### config.mk
export PLATFORM = sky130hd
export DESIGN_NAME = multirotor_motor_mixer_unit
export DESIGN_NICKNAME = d
export VERILOG_FILES = /design/src/rtl/core/mmix_pkg.sv /design/src/rtl/core/multirotor_motor_mixer_unit.sv /design/src/rtl/core/mmix_lane.sv
export SDC_FILE = /design/constraint.sdc
export NUM_CORES = 2
export LEC_CHECK = 0
export BUFFER_PORTS_ARGS = -buffer_cell sky130_fd_sc_hd__buf_2
export CORE_MARGIN = 3
export CORE_UTILIZATION = 40
export CTS_CLUSTER_SIZE = 25
export DETAILED_ROUTE_END_ITERATION = 16
export PLACE_DENSITY = 0.62
export SYNTH_ARGS = -nofsm -noshare
export SYNTH_HDL_FRONTEND = slang
export SYNTH_SLANG_ARGS = --single-unit
### constraint.sdc
create_clock -name clk -period 8.8 [get_ports clk]
set_input_delay 0.44 -clock clk [delete_from_list [all_inputs] [get_ports clk]]
set_output_delay 0.44 -clock clk [all_outputs]
set_load 0.03 [all_outputs]
### src/rtl/core/mmix_pkg.sv
// mmix_pkg: shared types, constants and the sign table of the motor mixer
// no dependencies; imported by mmix_lane, multirotor_motor_mixer_unit and tb_top
`timescale 1ns / 1ps

package mmix_pkg;

  // output count of this build and of the result item
  localparam int OUTPUTS = 8;
  localparam int NREFS   = 8;

  // arithmetic widths
  localparam int CMD_W   = 16;
  localparam int TS_W    = 32;  // thrust times Q1.15 factor
  localparam int SUM_W   = 37;  // exact sum at 2^-19 scale
  localparam int FRAC_SH = 19;
  localparam int CMD_SH  = 15;

  // configuration register indexes
  localparam int CFG_INDEX_W = 2;
  localparam logic [CFG_INDEX_W-1:0] REG_FRAME_TYPE  = 2'd0;
  localparam logic [CFG_INDEX_W-1:0] REG_MOTOR_COUNT = 2'd1;
  localparam logic [CFG_INDEX_W-1:0] REG_IDLE_LOW    = 2'd2;
  localparam logic [CFG_INDEX_W-1:0] REG_IDLE_HIGH   = 2'd3;

  // frame type codes
  localparam logic [1:0] FRAME_X    = 2'd0;
  localparam logic [1:0] FRAME_PLUS = 2'd1;
  localparam logic [1:0] FRAME_TILT = 2'd2;

  // sign table indexes
  localparam int TBL_W = 3;
  localparam logic [TBL_W-1:0] TBL_X4    = 3'd0;
  localparam logic [TBL_W-1:0] TBL_X6    = 3'd1;
  localparam logic [TBL_W-1:0] TBL_X8    = 3'd2;
  localparam logic [TBL_W-1:0] TBL_PLUS4 = 3'd3;
  localparam logic [TBL_W-1:0] TBL_PLUS6 = 3'd4;
  localparam logic [TBL_W-1:0] TBL_PLUS8 = 3'd5;
  localparam logic [TBL_W-1:0] TBL_TILT  = 3'd6;

  // coefficient codes
  localparam logic signed [1:0] CP = 2'sb01;
  localparam logic signed [1:0] CN = 2'sb11;
  localparam logic signed [1:0] CZ = 2'sb00;

  typedef struct packed {
    logic signed [1:0] ct;
    logic signed [1:0] cr;
    logic signed [1:0] cp;
    logic signed [1:0] cy;
  } coef_t;

  typedef struct packed {
    logic signed [CMD_W-1:0] thrust;
    logic signed [CMD_W-1:0] roll_cmd;
    logic signed [CMD_W-1:0] pitch_cmd;
    logic signed [CMD_W-1:0] yaw_cmd;
    logic                    landing;
    logic [15:0]             landing_factor;
  } cmd_item_t;

  typedef struct packed {
    logic signed [15:0] ref0;
    logic signed [15:0] ref1;
    logic signed [15:0] ref2;
    logic signed [15:0] ref3;
    logic signed [15:0] ref4;
    logic signed [15:0] ref5;
    logic signed [15:0] ref6;
    logic signed [15:0] ref7;
    logic               valid_res;
  } mix_item_t;

  // per output {thrust, roll, pitch, yaw} signs, one row per frame layout
  localparam coef_t MIX_TABLE [0:6][0:7] = '{
    '{ '{CP,CN,CN,CN}, '{CP,CN,CP,CP}, '{CP,CP,CP,CN}, '{CP,CP,CN,CP},
       '{CZ,CZ,CZ,CZ}, '{CZ,CZ,CZ,CZ}, '{CZ,CZ,CZ,CZ}, '{CZ,CZ,CZ,CZ} },
    '{ '{CP,CN,CN,CN}, '{CP,CN,CZ,CP}, '{CP,CN,CP,CN}, '{CP,CP,CP,CP},
       '{CP,CP,CZ,CN}, '{CP,CP,CN,CP}, '{CZ,CZ,CZ,CZ}, '{CZ,CZ,CZ,CZ} },
    '{ '{CP,CN,CN,CN}, '{CP,CN,CN,CP}, '{CP,CN,CP,CN}, '{CP,CN,CP,CP},
       '{CP,CP,CP,CN}, '{CP,CP,CP,CP}, '{CP,CP,CN,CN}, '{CP,CP,CN,CP} },
    '{ '{CP,CZ,CN,CN}, '{CP,CN,CZ,CP}, '{CP,CP,CZ,CN}, '{CP,CZ,CP,CP},
       '{CZ,CZ,CZ,CZ}, '{CZ,CZ,CZ,CZ}, '{CZ,CZ,CZ,CZ}, '{CZ,CZ,CZ,CZ} },
    '{ '{CP,CZ,CN,CN}, '{CP,CN,CN,CP}, '{CP,CN,CP,CN}, '{CP,CZ,CP,CP},
       '{CP,CP,CP,CN}, '{CP,CP,CN,CP}, '{CZ,CZ,CZ,CZ}, '{CZ,CZ,CZ,CZ} },
    '{ '{CP,CZ,CN,CN}, '{CP,CN,CN,CP}, '{CP,CN,CZ,CN}, '{CP,CN,CP,CP},
       '{CP,CZ,CP,CN}, '{CP,CP,CP,CP}, '{CP,CP,CZ,CN}, '{CP,CP,CN,CP} },
    '{ '{CP,CN,CZ,CZ}, '{CP,CN,CZ,CZ}, '{CP,CP,CZ,CZ}, '{CP,CP,CZ,CZ},
       '{CZ,CZ,CN,CP}, '{CZ,CZ,CP,CP}, '{CZ,CZ,CZ,CZ}, '{CZ,CZ,CZ,CZ} }
  };

endpackage

### src/rtl/core/multirotor_motor_mixer_unit.sv
// multirotor_motor_mixer_unit: top level of the motor mixing matrix
// depends on mmix_pkg and mmix_lane
`timescale 1ns / 1ps

// channel   signals                           role
// cmd       cmd_valid cmd_ready cmd            thrust/attitude command items
// mix       mix_valid mix_ready mix            held output references
// cfg       cfg_valid cfg_ready cfg_index/data register writes, always ready
//
// The thrust product is registered on acceptance, the lane sums and
// saturation feed the result register. One item per cycle is sustained while
// mix_ready stays high.
// The result register doubles as the held reference store, so each item sees
// the values left by the one before. A stalled result blocks the input stage
// only once that stage is also full. Reset clears the held references and
// loads the register defaults.

module multirotor_motor_mixer_unit (
  input  logic                              clk,
  input  logic                              rst,
  input  logic                              cmd_valid,
  output logic                              cmd_ready,
  input  mmix_pkg::cmd_item_t               cmd,
  output logic                              mix_valid,
  input  logic                              mix_ready,
  output mmix_pkg::mix_item_t               mix,
  input  logic                              cfg_valid,
  output logic                              cfg_ready,
  input  logic [mmix_pkg::CFG_INDEX_W-1:0]  cfg_index,
  input  logic [63:0]                       cfg_data
);
  import mmix_pkg::*;

  // configuration registers
  logic [1:0]   frame_type;
  logic [3:0]   motor_count;
  logic [63:0]  idle_low;
  logic [63:0]  idle_high;
  logic [127:0] idle_all;

  // input stage
  logic                    s1_valid;
  logic signed [TS_W-1:0]  s1_thrust;
  logic signed [CMD_W-1:0] s1_roll;
  logic signed [CMD_W-1:0] s1_pitch;
  logic signed [CMD_W-1:0] s1_yaw;
  logic [16:0]             factor;
  logic signed [TS_W:0]    product;

  // result stage, also the held references
  logic                    out_valid;
  logic signed [15:0]      held [NREFS];
  logic                    held_res;
  logic signed [15:0]      lane_ref [NREFS];

  logic                    advance;
  logic [TBL_W-1:0]        tbl_sel;
  logic                    tbl_ok;
  logic [3:0]              rows;

  assign cfg_ready = 1'b1;
  assign advance   = s1_valid && (!out_valid || mix_ready);
  assign cmd_ready = !s1_valid || advance;
  assign mix_valid = out_valid;
  assign idle_all  = {idle_high, idle_low};

  // configuration writes
  always_ff @(posedge clk) begin
    if (rst) begin
      frame_type  <= FRAME_X;
      motor_count <= 4'd4;
      idle_low    <= '0;
      idle_high   <= '0;
    end else if (cfg_valid && cfg_ready) begin
      case (cfg_index)
        REG_FRAME_TYPE:  frame_type  <= cfg_data[1:0];
        REG_MOTOR_COUNT: motor_count <= cfg_data[3:0];
        REG_IDLE_LOW:    idle_low    <= cfg_data;
        REG_IDLE_HIGH:   idle_high   <= cfg_data;
        default: ;
      endcase
    end
  end

  // landing scale of thrust, factor one when not landing
  assign factor  = cmd.landing ? {1'b0, cmd.landing_factor} : 17'd32768;
  assign product = (TS_W+1)'(cmd.thrust) * (TS_W+1)'($signed(factor));

  // input register
  always_ff @(posedge clk) begin
    if (rst) begin
      s1_valid <= 1'b0;
    end else if (cmd_valid && cmd_ready) begin
      s1_valid <= 1'b1;
    end else if (advance) begin
      s1_valid <= 1'b0;
    end
  end

  always_ff @(posedge clk) begin
    if (cmd_valid && cmd_ready) begin
      s1_thrust <= product[TS_W-1:0];
      s1_roll   <= cmd.roll_cmd;
      s1_pitch  <= cmd.pitch_cmd;
      s1_yaw    <= cmd.yaw_cmd;
    end
  end

  // frame layout select
  always_comb begin
    tbl_sel = TBL_X4;
    tbl_ok  = 1'b0;
    rows    = 4'd0;
    case (frame_type)
      FRAME_TILT: begin
        tbl_sel = TBL_TILT;
        tbl_ok  = 1'b1;
        rows    = 4'd6;
      end
      FRAME_X, FRAME_PLUS: begin
        case (motor_count)
          4'd4: begin
            tbl_sel = (frame_type == FRAME_X) ? TBL_X4 : TBL_PLUS4;
            tbl_ok  = 1'b1;
            rows    = 4'd4;
          end
          4'd6: begin
            tbl_sel = (frame_type == FRAME_X) ? TBL_X6 : TBL_PLUS6;
            tbl_ok  = 1'b1;
            rows    = 4'd6;
          end
          4'd8: begin
            tbl_sel = (frame_type == FRAME_X) ? TBL_X8 : TBL_PLUS8;
            tbl_ok  = 1'b1;
            rows    = 4'd8;
          end
          default: ;
        endcase
      end
      default: ;
    endcase
    if (32'(rows) > OUTPUTS) begin
      tbl_ok = 1'b0;
    end
  end

  // one lane per output
  for (genvar k = 0; k < NREFS; k++) begin : g_lane
    if (k < OUTPUTS) begin : g_used
      mmix_lane u_lane (
        .thrust_scaled (s1_thrust),
        .roll_cmd      (s1_roll),
        .pitch_cmd     (s1_pitch),
        .yaw_cmd       (s1_yaw),
        .idle          (idle_all[16*k +: 16]),
        .coef          (MIX_TABLE[tbl_sel][k]),
        .ref_val       (lane_ref[k])
      );
    end else begin : g_unused
      assign lane_ref[k] = '0;
    end
  end

  // result register, rows outside the frame keep their held values
  always_ff @(posedge clk) begin
    if (rst) begin
      out_valid <= 1'b0;
      held_res  <= 1'b0;
      for (int k = 0; k < NREFS; k++) begin
        held[k] <= '0;
      end
    end else begin
      if (advance) begin
        out_valid <= 1'b1;
        held_res  <= tbl_ok;
        for (int k = 0; k < NREFS; k++) begin
          if (tbl_ok && (k < 32'(rows)) && (k < OUTPUTS)) begin
            held[k] <= lane_ref[k];
          end
        end
      end else if (mix_ready) begin
        out_valid <= 1'b0;
      end
    end
  end

  assign mix.ref0      = held[0];
  assign mix.ref1      = held[1];
  assign mix.ref2      = held[2];
  assign mix.ref3      = held[3];
  assign mix.ref4      = held[4];
  assign mix.ref5      = held[5];
  assign mix.ref6      = held[6];
  assign mix.ref7      = held[7];
  assign mix.valid_res = held_res;

endmodule

### src/rtl/core/mmix_lane.sv
// mmix_lane: one output of the mixer, signed sum, truncation and saturation
// depends on mmix_pkg
`timescale 1ns / 1ps

module mmix_lane (
  input  logic signed [mmix_pkg::TS_W-1:0]  thrust_scaled,
  input  logic signed [mmix_pkg::CMD_W-1:0] roll_cmd,
  input  logic signed [mmix_pkg::CMD_W-1:0] pitch_cmd,
  input  logic signed [mmix_pkg::CMD_W-1:0] yaw_cmd,
  input  logic signed [15:0]                idle,
  input  mmix_pkg::coef_t                   coef,
  output logic signed [15:0]                ref_val
);
  import mmix_pkg::*;

  localparam int ATT_W = CMD_W + 2;
  localparam int Q_W   = SUM_W - FRAC_SH;

  logic signed [TS_W-1:0]  t_term;
  logic signed [ATT_W-1:0] r_term;
  logic signed [ATT_W-1:0] p_term;
  logic signed [ATT_W-1:0] y_term;
  logic signed [ATT_W-1:0] att_sum;
  logic signed [SUM_W-1:0] sum;
  logic signed [Q_W-1:0]   q_floor;
  logic signed [Q_W-1:0]   q_trunc;

  // apply the table signs
  always_comb begin
    case (coef.ct)
      CP:      t_term = thrust_scaled;
      CN:      t_term = -thrust_scaled;
      default: t_term = '0;
    endcase
    case (coef.cr)
      CP:      r_term = ATT_W'(roll_cmd);
      CN:      r_term = -ATT_W'(roll_cmd);
      default: r_term = '0;
    endcase
    case (coef.cp)
      CP:      p_term = ATT_W'(pitch_cmd);
      CN:      p_term = -ATT_W'(pitch_cmd);
      default: p_term = '0;
    endcase
    case (coef.cy)
      CP:      y_term = ATT_W'(yaw_cmd);
      CN:      y_term = -ATT_W'(yaw_cmd);
      default: y_term = '0;
    endcase
  end

  // exact sum at 2^-19 scale; thrust times -1 of the most negative value
  // cannot occur since the product never reaches -2^31
  assign att_sum = r_term + p_term + y_term;
  assign sum = SUM_W'(t_term)
             + (SUM_W'(att_sum) <<< CMD_SH)
             + (SUM_W'(idle) <<< FRAC_SH);

  // truncate toward zero
  assign q_floor = sum[SUM_W-1:FRAC_SH];
  assign q_trunc = (sum[SUM_W-1] && (sum[FRAC_SH-1:0] != '0)) ?
                   q_floor + Q_W'(1) : q_floor;

  // saturate to signed 16 bits
  always_comb begin
    if (q_trunc > Q_W'(32767)) begin
      ref_val = 16'sh7fff;
    end else if (q_trunc < -Q_W'(32768)) begin
      ref_val = 16'sh8000;
    end else begin
      ref_val = q_trunc[15:0];
    end
  end

endmodule

==> Flow_metrics.wiki <==
{| class="wikitable"
! Metric !! Value
|-
| Core area || roughly 120000 um^2
|-
| Combined area of all synthesized cells || 48500 um^2
|-
| CP Data Required Time || 9.25 ns
|-
| Routed Wire Length || 179000 um
|-
| Commonest cells in the netlist || 845 x nand2_1, 784 x inv_1, 468 x fa_1
|-
| Vias || 44.0k
|-
| Logic depth of the worst setup path including buffers || 36
|-
| Net switching power || a little over 10 mW
|-
| Type of the worst setup path || reg -> reg
|-
| Post-detailed-route DRC marker count || 0
|-
| Instance count along the most critical hold path || 1
|-
| Synth-to-Final Area Change || 16.1%
|-
| Count of different cell masters after synthesis || 95
|-
| Wire length per cell after detailed routing || 22.3 um
|-
| Mean Syn Cell Area || 8.35 um^2
|-
| R2R setup slack || 0.32 ns
|-
| Width of the die || 354 um
|-
| Num CTS Buffers || 41
|-
| Destination of the worst register-to-register timing path || held[0][48]
|-
| Largest stage delay on the critical path || between 0.4 and 0.5 ns
|-
| Gate Count Post-Synth || 5808
|-
| Global placer's final weighted congestion || 1.07
|-
| Number of antenna violations at the first check in global routing || 9
|-
| First-pass GRT wire length || 265000 um
|-
| Final hold viol count || 0
|-
| Maximum fanout encountered on the critical timing path || 14
|-
| Post-synth net total || 6880
|-
| Number of H-tree levels || 2
|-
| Top cell type's share of synthesized area || 19.3%
|-
| Post-detailed-route via-to-cell ratio || between 5 and 6
|-
| Final total power || between 20 and 25 mW
|-
| Outcome || completed
|-
| Slew at the pin closest to its max-slew limit || 1.08 ns
|-
| Source-to-sink clock delay at the later pin of the worst-skew pair || 0.61 ns
|-
| Number of enable flip-flop cells after synthesis || 208
|-
| Port-buffer cells || 282
|-
| Number of register bits inferred by synthesis || around 350
|-
| Count of clock tree sinks || 345
|-
| Worst setup endpoint || held[0][48]
|-
| Max Buffers Root-to-Sink || 3
|-
| Top cell type by total area after synthesis || fa_1
|-
| Remaining global-route overflow || 0
|-
| Arrival time reported for the critical path endpoint || 8.93 ns
|-
| Cell mode on critical path || inv_1
|-
| Relative contribution of sequential cells to total power || 11.7%
|-
| Int Power || just over 10 mW
|-
| TritonCTS clock tree || done
|-
| Worst rel slew slack || 27.3%
|-
| Die extent in y || 354 um
|-
| Maximum clock skew at final layout || 0.0214 ns
|-
| IR drop worst, VDD || ~0.27 mV
|-
| Most numerous cell in the Yosys netlist || nand2_1
|-
| CP endpoint kind || flip-flop
|-
| FFs w/ async S/R, synth || 0%
|-
| Share of synthesized area occupied by flip-flops and latches || between 10% and 20%
|-
| Pin count of the biggest net entering global routing || 75
|-
| Post-layout nets || 7425
|-
| Cell types occupying the most area after synthesis || fa_1 19%, edfxtp_1 13%, ha_1 12%
|-
| Max-cap violation count || 0
|-
| Count of TritonRoute iterations in the first routing pass || 7
|-
| R2r startpoint || frame_type[1]
|-
| Fraction of final layout cells with drive strength greater than 1 || roughly 14%
|-
| Dominant synthesized flop cell || edfxtp_1
|-
| Worst-case setup slack after placement || 0.0727 ns
|-
| Fraction of the cycle the final worst path needs || 96.3%
|-
| Count of boundary I/O pins || 284
|-
| Worst hold-check path type || in -> reg
|-
| PwrDens || 366 nW/um^2
|-
| Count of antenna-violating nets left after detailed routing || 0
|-
| Overall die area || ~130000 um^2
|-
| HPWL after detailed placement || around 150000 um
|-
| Initial core utilization || 40.4%
|-
| Crit-path slowest cell || fa_1
|-
| Register clock-pin slew on the reported worst setup and hold paths || 0.06 ns
|-
| Slack of the critical path || 0.323 ns
|-
| DR iter-0 viols || 3586
|-
| Fraction of power spent switching nets || 50.3%
|-
| Delay-heaviest family, CP || compound AO/OA/AOI/OAI gates
|-
| Nature of the critical path startpoint || flip-flop
|-
| Combinational Power Share || 79.7%
|-
| CTS Root Buffer Type || clkbuf_16
|-
| Number of buffers and inverters on the critical path || 6
|-
| R2R depth || 36
|-
| Launching element of the worst setup path || frame_type[1]
|-
| Share of power burned in the clock network || 8.7%
|-
| Final setup violation count || 0
|-
| All-layer global routing usage || 27.7%
|-
| Final period demand of the worst path || between 8 and 9 ns
|-
| Count of final max-slew check failures || 0
|-
| Number of placement rows || between 100 and 150
|-
| Highest clock frequency the design can meet || roughly 120 MHz
|-
| Vias in the first global route || ~43k
|-
| Static power due to leakage || ~27 nW
|-
| Synth warn || 0
|-
| End-of-flow core utilization || 46.8%
|}
## state kept, by name, indices dropped and copies added, names as in the netlist
name         flops
s1_pitch        16
idle_high       64
idle_low        64
held_res         1
s1_valid         1
s1_thrust       32
s1_yaw          16
motor_count      4
held           128
s1_roll         16
mix_valid        1
frame_type       2
## cell type report
class	instances	area [um^2]
Fill cell	11800	63900
Multi-Input combinational cell	4449	36000
Sequential cell	345	8990
Timing Repair Buffer	731	4930
Inverter	785	2950
Tap cell	1612	2020
Clock buffer	54	1130
Clock inverter	22	259
Antenna cell	7	17.5
## cells by family after synthesis
| group | count (synthesis) | share of synthesized area (%) |
|---|---|---|
| other | 1 | 0.00774 |
| xor gates and xnor gates | 473 | 8.58 |
| and+or+nand+nor | 1841 | 17.9 |
| AOI/OAI and AO/OA | 1191 | 15.6 |
| buffers and inverters | 1015 | 7.91 |
| DFF | 345 | 18.5 |
| adders and majority gates | 920 | 31.0 |
| muxes | 22 | 0.462 |
## layout by cell type, fill, tap and decap left out, types with 33 or more instances in the layout
cell	count
nand2_1	840
buf_2	281
xor2_1	174
dlygate4sd3_1	33
nor2b_1	36
ha_1	452
clkbuf_16	44
o21ai_0	267
and2_1	92
or3_1	39
nor2_1	250
nor3_1	104
nand2b_1	50
inv_1	784
buf_4	411
fa_1	467
edfxtp_1	208
xnor2_1	294
a22oi_1	35
a21oi_1	362
a21o_1	107
dfxtp_1	136
o21a_1	43
and3_1	141
nand3_1	111
a211oi_1	39
## layer usage
layer | vias up | share of wire (%) | track usage [%]
met1 | 21300 | 41 | 36.1
li1 | 20600 | - | -
met3 | 346 | 8.2 | 5.19
met4 | 2 | 5.1 | 12.3
met2 | 1713 | 45 | 44.8
met5 | - | 0.0050 | 0
## power groups by stage
stage | clock network (mW) | registers (mW) | logic (mW)
6_report | 1.78 | 2.40 | 16.4
3_3_place_gp | 0 | 2.44 | 15.9
4_1_cts | 1.82 | 2.40 | 16.3
2_1_floorplan | 0 | 2.68 | 10.9
5_1_grt | 1.88 | 2.42 | 18.2
3_5_place_dp | 0 | 2.44 | 16.1
## how the worst min path moves through the flow
stage                       start             to  slack, ns
floorplan            idle_high[0]   idle_high[0]       0.44
global placement    idle_high[34]  idle_high[34]       0.44
detailed placement   idle_low[47]   idle_low[47]       0.45
CTS                       cmd[48]   s1_pitch[15]     0.0007
global route              cmd[44]   s1_pitch[11]       0.01
finish                    cmd[48]   s1_pitch[15]       0.03
## repair_timing
action | CTS | global route
buffers inserted | 0 | 13
resized for setup | 0 | 70
hold endpoints to repair | 33 | 0
endpoints found under the setup margin | 0 | 124
hold buffers | 33 | 0
## stage by stage
step	TNS [ns]	instance area, um^2	cells	hold WS (ns)
finish	0	56300	8005	0.0294
global route	-2.12	56300	8004	0.0150
CTS	0	55800	7982	0.000675
detailed placement	0	54100	7873	0.447
global placement	0	54100	7873	0.444
floorplan	0	48500	5808	0.436
Power figures use the tool's default switching activity.
